<file path="config.mk">
export PLATFORM = sky130hd
export DESIGN_NAME = feistel_cycle_walk_permutation_unit
export DESIGN_NICKNAME = d
export VERILOG_FILES = /design/src/rtl/fcw_pkg.sv /design/src/rtl/feistel_cycle_walk_permutation_unit.sv /design/src/rtl/fcw_ctrl.sv /design/src/rtl/fcw_datapath.sv
export SDC_FILE = /design/constraint.sdc
export NUM_CORES = 2
export LEC_CHECK = 0
export ABC_AREA = 1
export BUFFER_PORTS_ARGS = -buffer_cell sky130_fd_sc_hd__buf_2
export CAP_MARGIN = 25
export CORE_UTILIZATION = 45
export CTS_CLUSTER_SIZE = 30
export DETAILED_ROUTE_END_ITERATION = 12
export GPL_TIMING_DRIVEN = 0
export PLACE_DENSITY_LB_ADDON = 0.1
export SYNTH_ARGS = -nofsm -noshare
export SYNTH_HDL_FRONTEND = slang
export SYNTH_SLANG_ARGS = --single-unit
</file>
<file path="constraint.sdc">
create_clock -name clk -period 12.8 [get_ports clk]
set_input_delay 0.64 -clock clk [delete_from_list [all_inputs] [get_ports clk]]
set_output_delay 0.64 -clock clk [all_outputs]
set_load 0.02 [all_outputs]
</file>
<file path="src/rtl/fcw_pkg.sv">
// shared types and constants of the feistel cycle-walk permutation unit
package fcw_pkg;

	// offset and moduli of the permuted range
	localparam logic [31:0] MOD_A    = 32'h0000_ffff;
	localparam logic [31:0] MOD_B    = 32'h0001_0000;
	localparam logic [31:0] WALK_MIN = 32'hffff_0000;

	// murmur3 x86_32 constants
	localparam logic [31:0] MUR_C1 = 32'hcc9e_2d51;
	localparam logic [31:0] MUR_C2 = 32'h1b87_3593;
	localparam logic [31:0] MUR_F1 = 32'h85eb_ca6b;
	localparam logic [31:0] MUR_F2 = 32'hc2b2_ae35;
	localparam logic [31:0] MUR_LEN = 32'h0000_0002;

	localparam int unsigned NUM_ROUNDS = 4;
	localparam int unsigned ROUND_W    = $clog2(NUM_ROUNDS);

	localparam logic [31:0] ROUND_SEED [NUM_ROUNDS] = '{
		32'hb76d_5eed, 32'hee28_1300, 32'h85bc_ae01, 32'h4b38_7af7
	};

	// datapath operations issued by the controller
	typedef enum logic [3:0] {
		OP_NONE,
		OP_LOAD,
		OP_SPLIT,
		OP_K1,
		OP_K2,
		OP_H1,
		OP_H2,
		OP_ROUND,
		OP_PACK,
		OP_OUT
	} op_t;

	typedef struct packed {
		op_t                 op;
		logic [ROUND_W-1:0]  round;
	} cmd_t;

	typedef struct packed {
		logic bypass;
		logic walk;
		logic out_free;
	} status_t;

endpackage

</file>
<file path="src/rtl/feistel_cycle_walk_permutation_unit.sv">
// top level of the feistel cycle-walk permutation unit
//
// Input channel: value_in with in_valid / in_stall; an item is taken on a
// rising edge with in_valid high and in_stall low. Output channel: value_out
// with out_valid / out_stall, same rule.
// Items whose low 32 bits are below 0x10000 come out unchanged. Others run
// four feistel rounds (four multiplies on one shared 32x32 multiplier, then
// the modular add, in each round), plus split, pack and check, and run them
// all a second time when the cycle walk needs a second pass.
// One item is in work at a time; the next can be taken in the cycle after
// the result enters the output register.
// The output register holds a finished item while out_stall is high, and a
// new item may be taken meanwhile; a later result waits until it drains.
// Reset (arst_n low) returns the controller to idle and drops out_valid.
module feistel_cycle_walk_permutation_unit (
	input  logic        clk,
	input  logic        arst_n,
	input  logic        in_valid,
	output logic        in_stall,
	input  logic [63:0] value_in,
	output logic        out_valid,
	input  logic        out_stall,
	output logic [63:0] value_out
);
	import fcw_pkg::*;

	cmd_t    cmd;
	status_t status;

	// sequencer
	fcw_ctrl u_ctrl (
		.clk      (clk),
		.arst_n   (arst_n),
		.in_valid (in_valid),
		.in_stall (in_stall),
		.status   (status),
		.cmd      (cmd)
	);

	// arithmetic and storage
	fcw_datapath u_datapath (
		.clk       (clk),
		.arst_n    (arst_n),
		.cmd       (cmd),
		.status    (status),
		.value_in  (value_in),
		.out_valid (out_valid),
		.out_stall (out_stall),
		.value_out (value_out)
	);

endmodule

</file>
<file path="src/rtl/fcw_ctrl.sv">
// controller state machine: sequences split, hash rounds, pack and cycle walk
module fcw_ctrl (
	input  logic             clk,
	input  logic             arst_n,
	input  logic             in_valid,
	output logic             in_stall,
	input  fcw_pkg::status_t status,
	output fcw_pkg::cmd_t    cmd
);
	import fcw_pkg::*;

	typedef enum logic [9:0] {
		S_IDLE  = 10'b00_0000_0001,
		S_SPLIT = 10'b00_0000_0010,
		S_K1    = 10'b00_0000_0100,
		S_K2    = 10'b00_0000_1000,
		S_H1    = 10'b00_0001_0000,
		S_H2    = 10'b00_0010_0000,
		S_ROUND = 10'b00_0100_0000,
		S_PACK  = 10'b00_1000_0000,
		S_CHECK = 10'b01_0000_0000,
		S_OUT   = 10'b10_0000_0000
	} state_t;

	state_t             state_q, state_d;
	logic [ROUND_W-1:0] round_q, round_d;
	logic               pass_q, pass_d;

	assign in_stall = (state_q != S_IDLE);

	// next state and command decode
	always_comb begin
		state_d   = state_q;
		round_d   = round_q;
		pass_d    = pass_q;
		cmd.op    = OP_NONE;
		cmd.round = round_q;
		case (state_q)
			S_IDLE: begin
				if (in_valid) begin
					cmd.op  = OP_LOAD;
					pass_d  = 1'b0;
					state_d = S_SPLIT;
				end
			end
			S_SPLIT: begin
				if (status.bypass) begin
					state_d = S_OUT;
				end else begin
					cmd.op  = OP_SPLIT;
					round_d = '0;
					state_d = S_K1;
				end
			end
			S_K1: begin
				cmd.op  = OP_K1;
				state_d = S_K2;
			end
			S_K2: begin
				cmd.op  = OP_K2;
				state_d = S_H1;
			end
			S_H1: begin
				cmd.op  = OP_H1;
				state_d = S_H2;
			end
			S_H2: begin
				cmd.op  = OP_H2;
				state_d = S_ROUND;
			end
			S_ROUND: begin
				cmd.op = OP_ROUND;
				if (round_q == ROUND_W'(NUM_ROUNDS - 1)) begin
					state_d = S_PACK;
				end else begin
					round_d = round_q + 1'b1;
					state_d = S_K1;
				end
			end
			S_PACK: begin
				cmd.op  = OP_PACK;
				state_d = S_CHECK;
			end
			S_CHECK: begin
				// one extra pass at most when the result lands in the top block
				if (status.walk && !pass_q) begin
					pass_d  = 1'b1;
					state_d = S_SPLIT;
				end else begin
					state_d = S_OUT;
				end
			end
			S_OUT: begin
				if (status.out_free) begin
					cmd.op  = OP_OUT;
					state_d = S_IDLE;
				end
			end
			default: begin
				state_d = S_IDLE;
			end
		endcase
	end

	// state registers
	always_ff @(posedge clk or negedge arst_n) begin
		if (!arst_n) begin
			state_q <= S_IDLE;
			round_q <= '0;
			pass_q  <= 1'b0;
		end else begin
			state_q <= state_d;
			round_q <= round_d;
			pass_q  <= pass_d;
		end
	end

endmodule

</file>
<file path="src/rtl/fcw_datapath.sv">
// datapath: value registers, shared 32x32 multiplier, modular adds, output register
module fcw_datapath (
	input  logic             clk,
	input  logic             arst_n,
	input  fcw_pkg::cmd_t    cmd,
	output fcw_pkg::status_t status,
	input  logic [63:0]      value_in,
	output logic             out_valid,
	input  logic             out_stall,
	output logic [63:0]      value_out
);
	import fcw_pkg::*;

	logic [63:0] value_q;
	logic [31:0] m_q;
	logic [16:0] left_q;
	logic [16:0] right_q;
	logic [31:0] acc_q;
	logic [63:0] value_out_q;
	logic        out_valid_q;

	logic [31:0] mul_a;
	logic [31:0] mul_b;
	logic [63:0] prod;
	logic [31:0] h_mix;
	logic [31:0] f_hash;

	logic [16:0] split_sum;
	logic [16:0] split_left;
	logic [16:0] split_right;

	logic [32:0] rnd_sum;
	logic [17:0] fold1;
	logic [16:0] fold2;
	logic [15:0] rnd_t;

	logic [31:0] pk_hi;
	logic [31:0] pk_lo;
	logic [31:0] packed_val;
	logic        bypass;

	assign bypass = (value_q[31:16] == 16'h0000);

	assign status.bypass   = bypass;
	assign status.walk     = (m_q >= WALK_MIN);
	assign status.out_free = !out_valid_q || !out_stall;

	assign out_valid = out_valid_q;
	assign value_out = value_out_q;

	// split m into m mod 0xffff and m div 0xffff, using 2^16 = 1 mod 0xffff
	always_comb begin
		split_sum = {1'b0, m_q[31:16]} + {1'b0, m_q[15:0]};
		if (split_sum == 17'h1_fffe) begin
			split_left  = 17'h0_0000;
			split_right = {1'b0, m_q[31:16]} + 17'd2;
		end else if (split_sum >= 17'h0_ffff) begin
			split_left  = split_sum - 17'h0_ffff;
			split_right = {1'b0, m_q[31:16]} + 17'd1;
		end else begin
			split_left  = split_sum;
			split_right = {1'b0, m_q[31:16]};
		end
	end

	// shared multiplier operand select
	always_comb begin
		h_mix = ROUND_SEED[cmd.round] ^ acc_q ^ MUR_LEN;
		h_mix = h_mix ^ (h_mix >> 16);
		case (cmd.op)
			OP_K1: begin
				mul_a = {16'h0000, right_q[15:0]};
				mul_b = MUR_C1;
			end
			OP_K2: begin
				mul_a = {acc_q[16:0], acc_q[31:17]};
				mul_b = MUR_C2;
			end
			OP_H1: begin
				mul_a = h_mix;
				mul_b = MUR_F1;
			end
			OP_H2: begin
				mul_a = acc_q ^ (acc_q >> 13);
				mul_b = MUR_F2;
			end
			default: begin
				mul_a = '0;
				mul_b = '0;
			end
		endcase
	end

	assign prod = mul_a * mul_b;

	// round update: hash plus left, reduced mod 0xffff (even) or 0x10000 (odd)
	always_comb begin
		f_hash  = acc_q ^ (acc_q >> 16);
		rnd_sum = {1'b0, f_hash} + {16'h0000, left_q};
		fold1   = {17'h0_0000, rnd_sum[32]} + {2'b00, rnd_sum[31:16]}
		        + {2'b00, rnd_sum[15:0]};
		fold2   = {16'h0000, fold1[16]} + {1'b0, fold1[15:0]};
		if (cmd.round[0]) begin
			rnd_t = rnd_sum[15:0];
		end else if (fold2 >= 17'h0_ffff) begin
			rnd_t = 16'(fold2 - 17'h0_ffff);
		end else begin
			rnd_t = fold2[15:0];
		end
	end

	// pack halves back: hi * 0xffff + lo, wrapping at 32 bits
	always_comb begin
		if (right_q[15:0] == 16'hffff) begin
			pk_hi = {16'h0000, right_q[15:0]};
			pk_lo = {16'h0000, left_q[15:0]};
		end else begin
			pk_hi = {16'h0000, left_q[15:0]};
			pk_lo = {16'h0000, right_q[15:0]};
		end
		packed_val = (pk_hi << 16) - pk_hi + pk_lo;
	end

	// working registers
	always_ff @(posedge clk) begin
		case (cmd.op)
			OP_LOAD: begin
				value_q <= value_in;
				m_q     <= value_in[31:0] - MOD_B;
			end
			OP_SPLIT: begin
				left_q  <= split_left;
				right_q <= split_right;
			end
			OP_K1, OP_K2, OP_H1, OP_H2: begin
				acc_q <= prod[31:0];
			end
			OP_ROUND: begin
				left_q  <= right_q;
				right_q <= {1'b0, rnd_t};
			end
			OP_PACK: begin
				m_q <= packed_val;
			end
			OP_OUT: begin
				if (bypass) begin
					value_out_q <= value_q;
				end else begin
					value_out_q <= {value_q[63:32], m_q + MOD_B};
				end
			end
			default: begin
			end
		endcase
	end

	// output item valid
	always_ff @(posedge clk or negedge arst_n) begin
		if (!arst_n) begin
			out_valid_q <= 1'b0;
		end else if (cmd.op == OP_OUT) begin
			out_valid_q <= 1'b1;
		end else if (!out_stall) begin
			out_valid_q <= 1'b0;
		end
	end

endmodule

</file>
==> impl_summary.txt <==
----------------------------------------------------
[Critical path]
  Largest stage delay, worst path ... a little under 600 ps
  Worst Setup End Kind ... flop
  Worst Path Max Fanout ... 11
  Worst reg-to-reg path cell count ... between 40 and 50
  Worst endpoint required time ... 13,210 ps
  Worst EP arrival ... between 10,000 and 15,000 ps
  Critical path's slowest cell ... sky130_fd_sc_hd__fa_1
  Startpoint type of the worst setup path ... flop
  WS Path Type ... flop to flop
  Most frequent cell on the critical path ... sky130_fd_sc_hd__inv_1

[STA]
  Number of hold violations in the final report ... 0
  Setup repair after global routing missed its margin ... no
  Tightest Pin Transition ... 1110 ps
  Worst slew margin relative to its limit ... around a quarter
  Accumulated negative setup slack ... 0 ps
  Final-report setup violation count ... 0
  WHS ... between 150 and 200 ps
  Final max-slew violation count ... 0
  Largest clock skew in the final design ... ~51 ps
  Share of the clock period used by the worst path after layout ... 81.1%
  Minimum clock period after layout ... 10,390 ps
  Highest achievable clock rate ... around 96 MHz

[Global routing]
  Via count of the first global-routing pass ... 26,140
  Initial antenna violation count ... 4
  Pin count of the biggest net entering global routing ... 30
  Global-route wire length before repair ... ~170,000 um
  Global-route usage over all layers ... 33.7%
  Remaining global-route overflow ... 0

[Floorplan]
  Area of the die ... around 71,000 sq um
  Die Y ... approximately 270 um
  Number of standard-cell rows in the floorplan ... 96
  Io pins ... between 100 and 150
  Initial cell density of the core ... approximately 46%
  Floorplan core area ... between 60,000 and 70,000 sq um
  Die outline width ... ~270 um

[Pwr]
  Final Total Pwr ... about 6100 uW
  Combinational group share of total power ... about two thirds
  Maximum resistive drop on vdd ... approximately 130 uV
  Areal power density over the cells ... around 180 nW/um^2
  Net Sw Frac ... a little over half
  Switching power summed over all nets ... around 3400 uW
  Share of total power in the clock network ... 13.8%
  Portion of total power attributed to sequential cells ... 20.2%
  P_leak ... around 0.018 uW
  Pint ... 2750 uW

[Place]
  Placed cell count ... between 4,000 and 5,000
  Post-detail-place hpwl ... slightly above 100,000 um
  IO Port Bufs ... 133
  Placed Area ... approximately 34,000 sq um
  GPL Wtd Cong ... 1.03

[Finish]
  Ratio of cells with drive above 1 in the final layout ... roughly 7.3%
  Post-synthesis to final-layout area growth ... 9.46%
  Fin area ... roughly 35,000 sq um
  Final instance count without filler cells ... 5,016
  Fill cell instance count of the final layout ... between 7,000 and 8,000
  Most common cell after layout, fill and taps aside ... sky130_fd_sc_hd__inv_1
  Leading cell types in the layout, fill and taps excluded ... 950 x sky130_fd_sc_hd__inv_1, 773 x sky130_fd_sc_hd__nand2_1, 409 x sky130_fd_sc_hd__fa_1
  Total Nets Final ... 4,721

[Drt]
  Routed len/inst ... between 20 and 25 um
  Via-to-Cell Ratio ... 5.25
  Total wirelength of the detailed-routed design ... around 120,000 um
  Number of nets with antenna violations after detailed routing ... 0
  Detailed-routing iteration count for the pre-antenna-repair pass ... 6
  First DRT Iteration DRCs ... ~2,400
  Total number of vias ... about 26,000
  DR DRC count ... 0

[Synthesis]
  Number of enable-type register cells in the synthesized netlist ... approximately 230
  #FFs+latches synth ... between 200 and 250
  Post-synth cell types ... 63
  Avg Inst Size Synth ... roughly 8.1 sq um
  FFs w/ async S/R, synth ... approximately 6%
  Dominant register cell in the synthesized netlist ... sky130_fd_sc_hd__edfxtp_1
  Netlist area before placement ... approximately 32,000 sq um
  YS warnings ... 0
  Syn_nets ... 4,548
  Number of instances in the synthesized netlist ... approximately 3,900
  Sequential area share after synthesis ... a little under a quarter

[Clock tree]
  Latest clock arrival within the worst-skew pair ... around 640 ps
  Maximum count of clock buffers along a single path ... 3
  Clock tree root buffer cell ... sky130_fd_sc_hd__clkbuf_16
  Num CTS Buffers ... 30
  TritonCTS clock tree ... built
  Post-cts sizing count ... 0
  Num Clock Sinks ... 240
  CTS H-tree depth ... 1
  Clock-pin slew on the worst setup and hold paths ... around 70 ps

[Hold path]
  Tightest Hold Check Type ... input port to flop
  WHS Path Cells ... 1

[Flow run]
  Max Cap Viol ... 0

[Run status]
  Run status ... completed

----------------------------------------------------
## synthesized netlist by cell type, drive strengths merged (29+ instances only)
library cell / instances / area, sq um
a21oi: 126 / 646
xor2: 153 / 1340
nor3: 41 / 236
fa: 409 / 8190
clkbuf: 35 / 131
nand2: 790 / 3030
ha: 185 / 2310
nand3: 183 / 933
buf: 29 / 176
inv: 968 / 3630
xnor2: 52 / 463
nor2: 350 / 1390
o21ai: 147 / 743
nand4: 51 / 319
edfxtp: 226 / 6790
## critical path, delay by kind of cell, from the launching register on
kind                     cells  cell delay, ps
flip-flops                   1             530
adder cells (fa/ha/maj)     10            4760
buffers and inverters       13            1430
AND/OR/NAND/NOR             15            2550
XOR/XNOR                     2             730
AO/OA/AOI/OAI                1             160
## state kept, by name (all words and copies together), names as in the netlist
register,flops
u_datapath.m_q,32
u_ctrl.state_q,10
u_ctrl.round_q,2
u_datapath.out_valid,1
u_datapath.value_q,64
u_datapath.acc_q,32
u_datapath.value_out,64
u_ctrl.pass_q,1
u_datapath.left_q,17
u_datapath.right_q,17
## final timing paths
kind                                             startpoint                            endpoint  slack [ps]
hold / removal                                 value_in[39]    u_datapath.value_q[39]$_DFFE_PN_         170
setup / recovery              u_ctrl.round_q[0]$_DFFE_PN0P_      u_datapath.acc_q[31]$_DFFE_PN_        2410
hold reg to reg            u_datapath.value_q[49]$_DFFE_PN_  u_datapath.value_out[49]$_DFFE_PP_         420
setup reg to reg              u_ctrl.round_q[0]$_DFFE_PN0P_      u_datapath.acc_q[31]$_DFFE_PN_        2410
min in group asynchronous                            arst_n    u_datapath.out_valid$_DFFE_PN0P_         480
max in group asynchronous                            arst_n       u_ctrl.state_q[0]$_DFFE_PN1P_       11970
## what timing repair did
item / 4_1_cts / 5_1_grt
buffers inserted: 0 / 0
endpoints found under the hold margin: 13 / 0
hold buffers: 1 / 0
## cell type report
cell class | count | area [sq um] | area share, %
antenna | 3 | 7.51 | 0.0217
sequential | 240 | 7140 | 20.7
timing repair buffer | 141 | 831 | 2.40
clock inverter | 22 | 199 | 0.576
clock buffer | 33 | 762 | 2.21
inverter | 973 | 3650 | 10.6
multi-input combinational | 2609 | 20500 | 59.3
buffer | 64 | 308 | 0.891
tap | 931 | 1160 | 3.37
## through the flow
step | util, % | setup WS [ps]
5_1_grt | 50.1 | 1800
4_1_cts | 50.1 | 2340
6_report | 50.1 | 2410
2_1_floorplan | - | 4500
3_5_place_dp | 48.7 | 2370
3_3_place_gp | 48.4 | 2310
## cell families (layout without fill, tap and decap cells)
kind of cell	Yosys count	after routing	share of synthesized area [%]
AOI/OAI and AO/OA	343	343	6.04
xor gates and xnor gates	205	205	5.71
adders and majority gates	594	594	33.3
buffers and inverters	1037	1233	12.5
DFF	240	240	22.6
other	0	3	0
and+or+nand+nor	1467	1467	19.8
## per-layer routing
| layer | GRT usage, % | up-vias | part of all wire [%] |
|---|---|---|---|
| li1 | - | 12266 | - |
| met3 | 6.99 | 206 | 9.6 |
| met1 | 47.7 | 12745 | 43 |
| met4 | 13.0 | 4 | 4.4 |
| met5 | 0 | - | 0.023 |
| met2 | 50.5 | 1106 | 43 |
## power groups by stage
stage | logic (uW) | registers (uW) | clock network [uW]
after detailed placement | 3950 | 1250 | 0
after CTS | 3980 | 1230 | 858
final | 4030 | 1240 | 843
after global placement | 3930 | 1260 | 0
after floorplan | 2720 | 1170 | 0
after global routing | 4520 | 1240 | 884
Note: power is estimated with default switching activity, not from simulation.
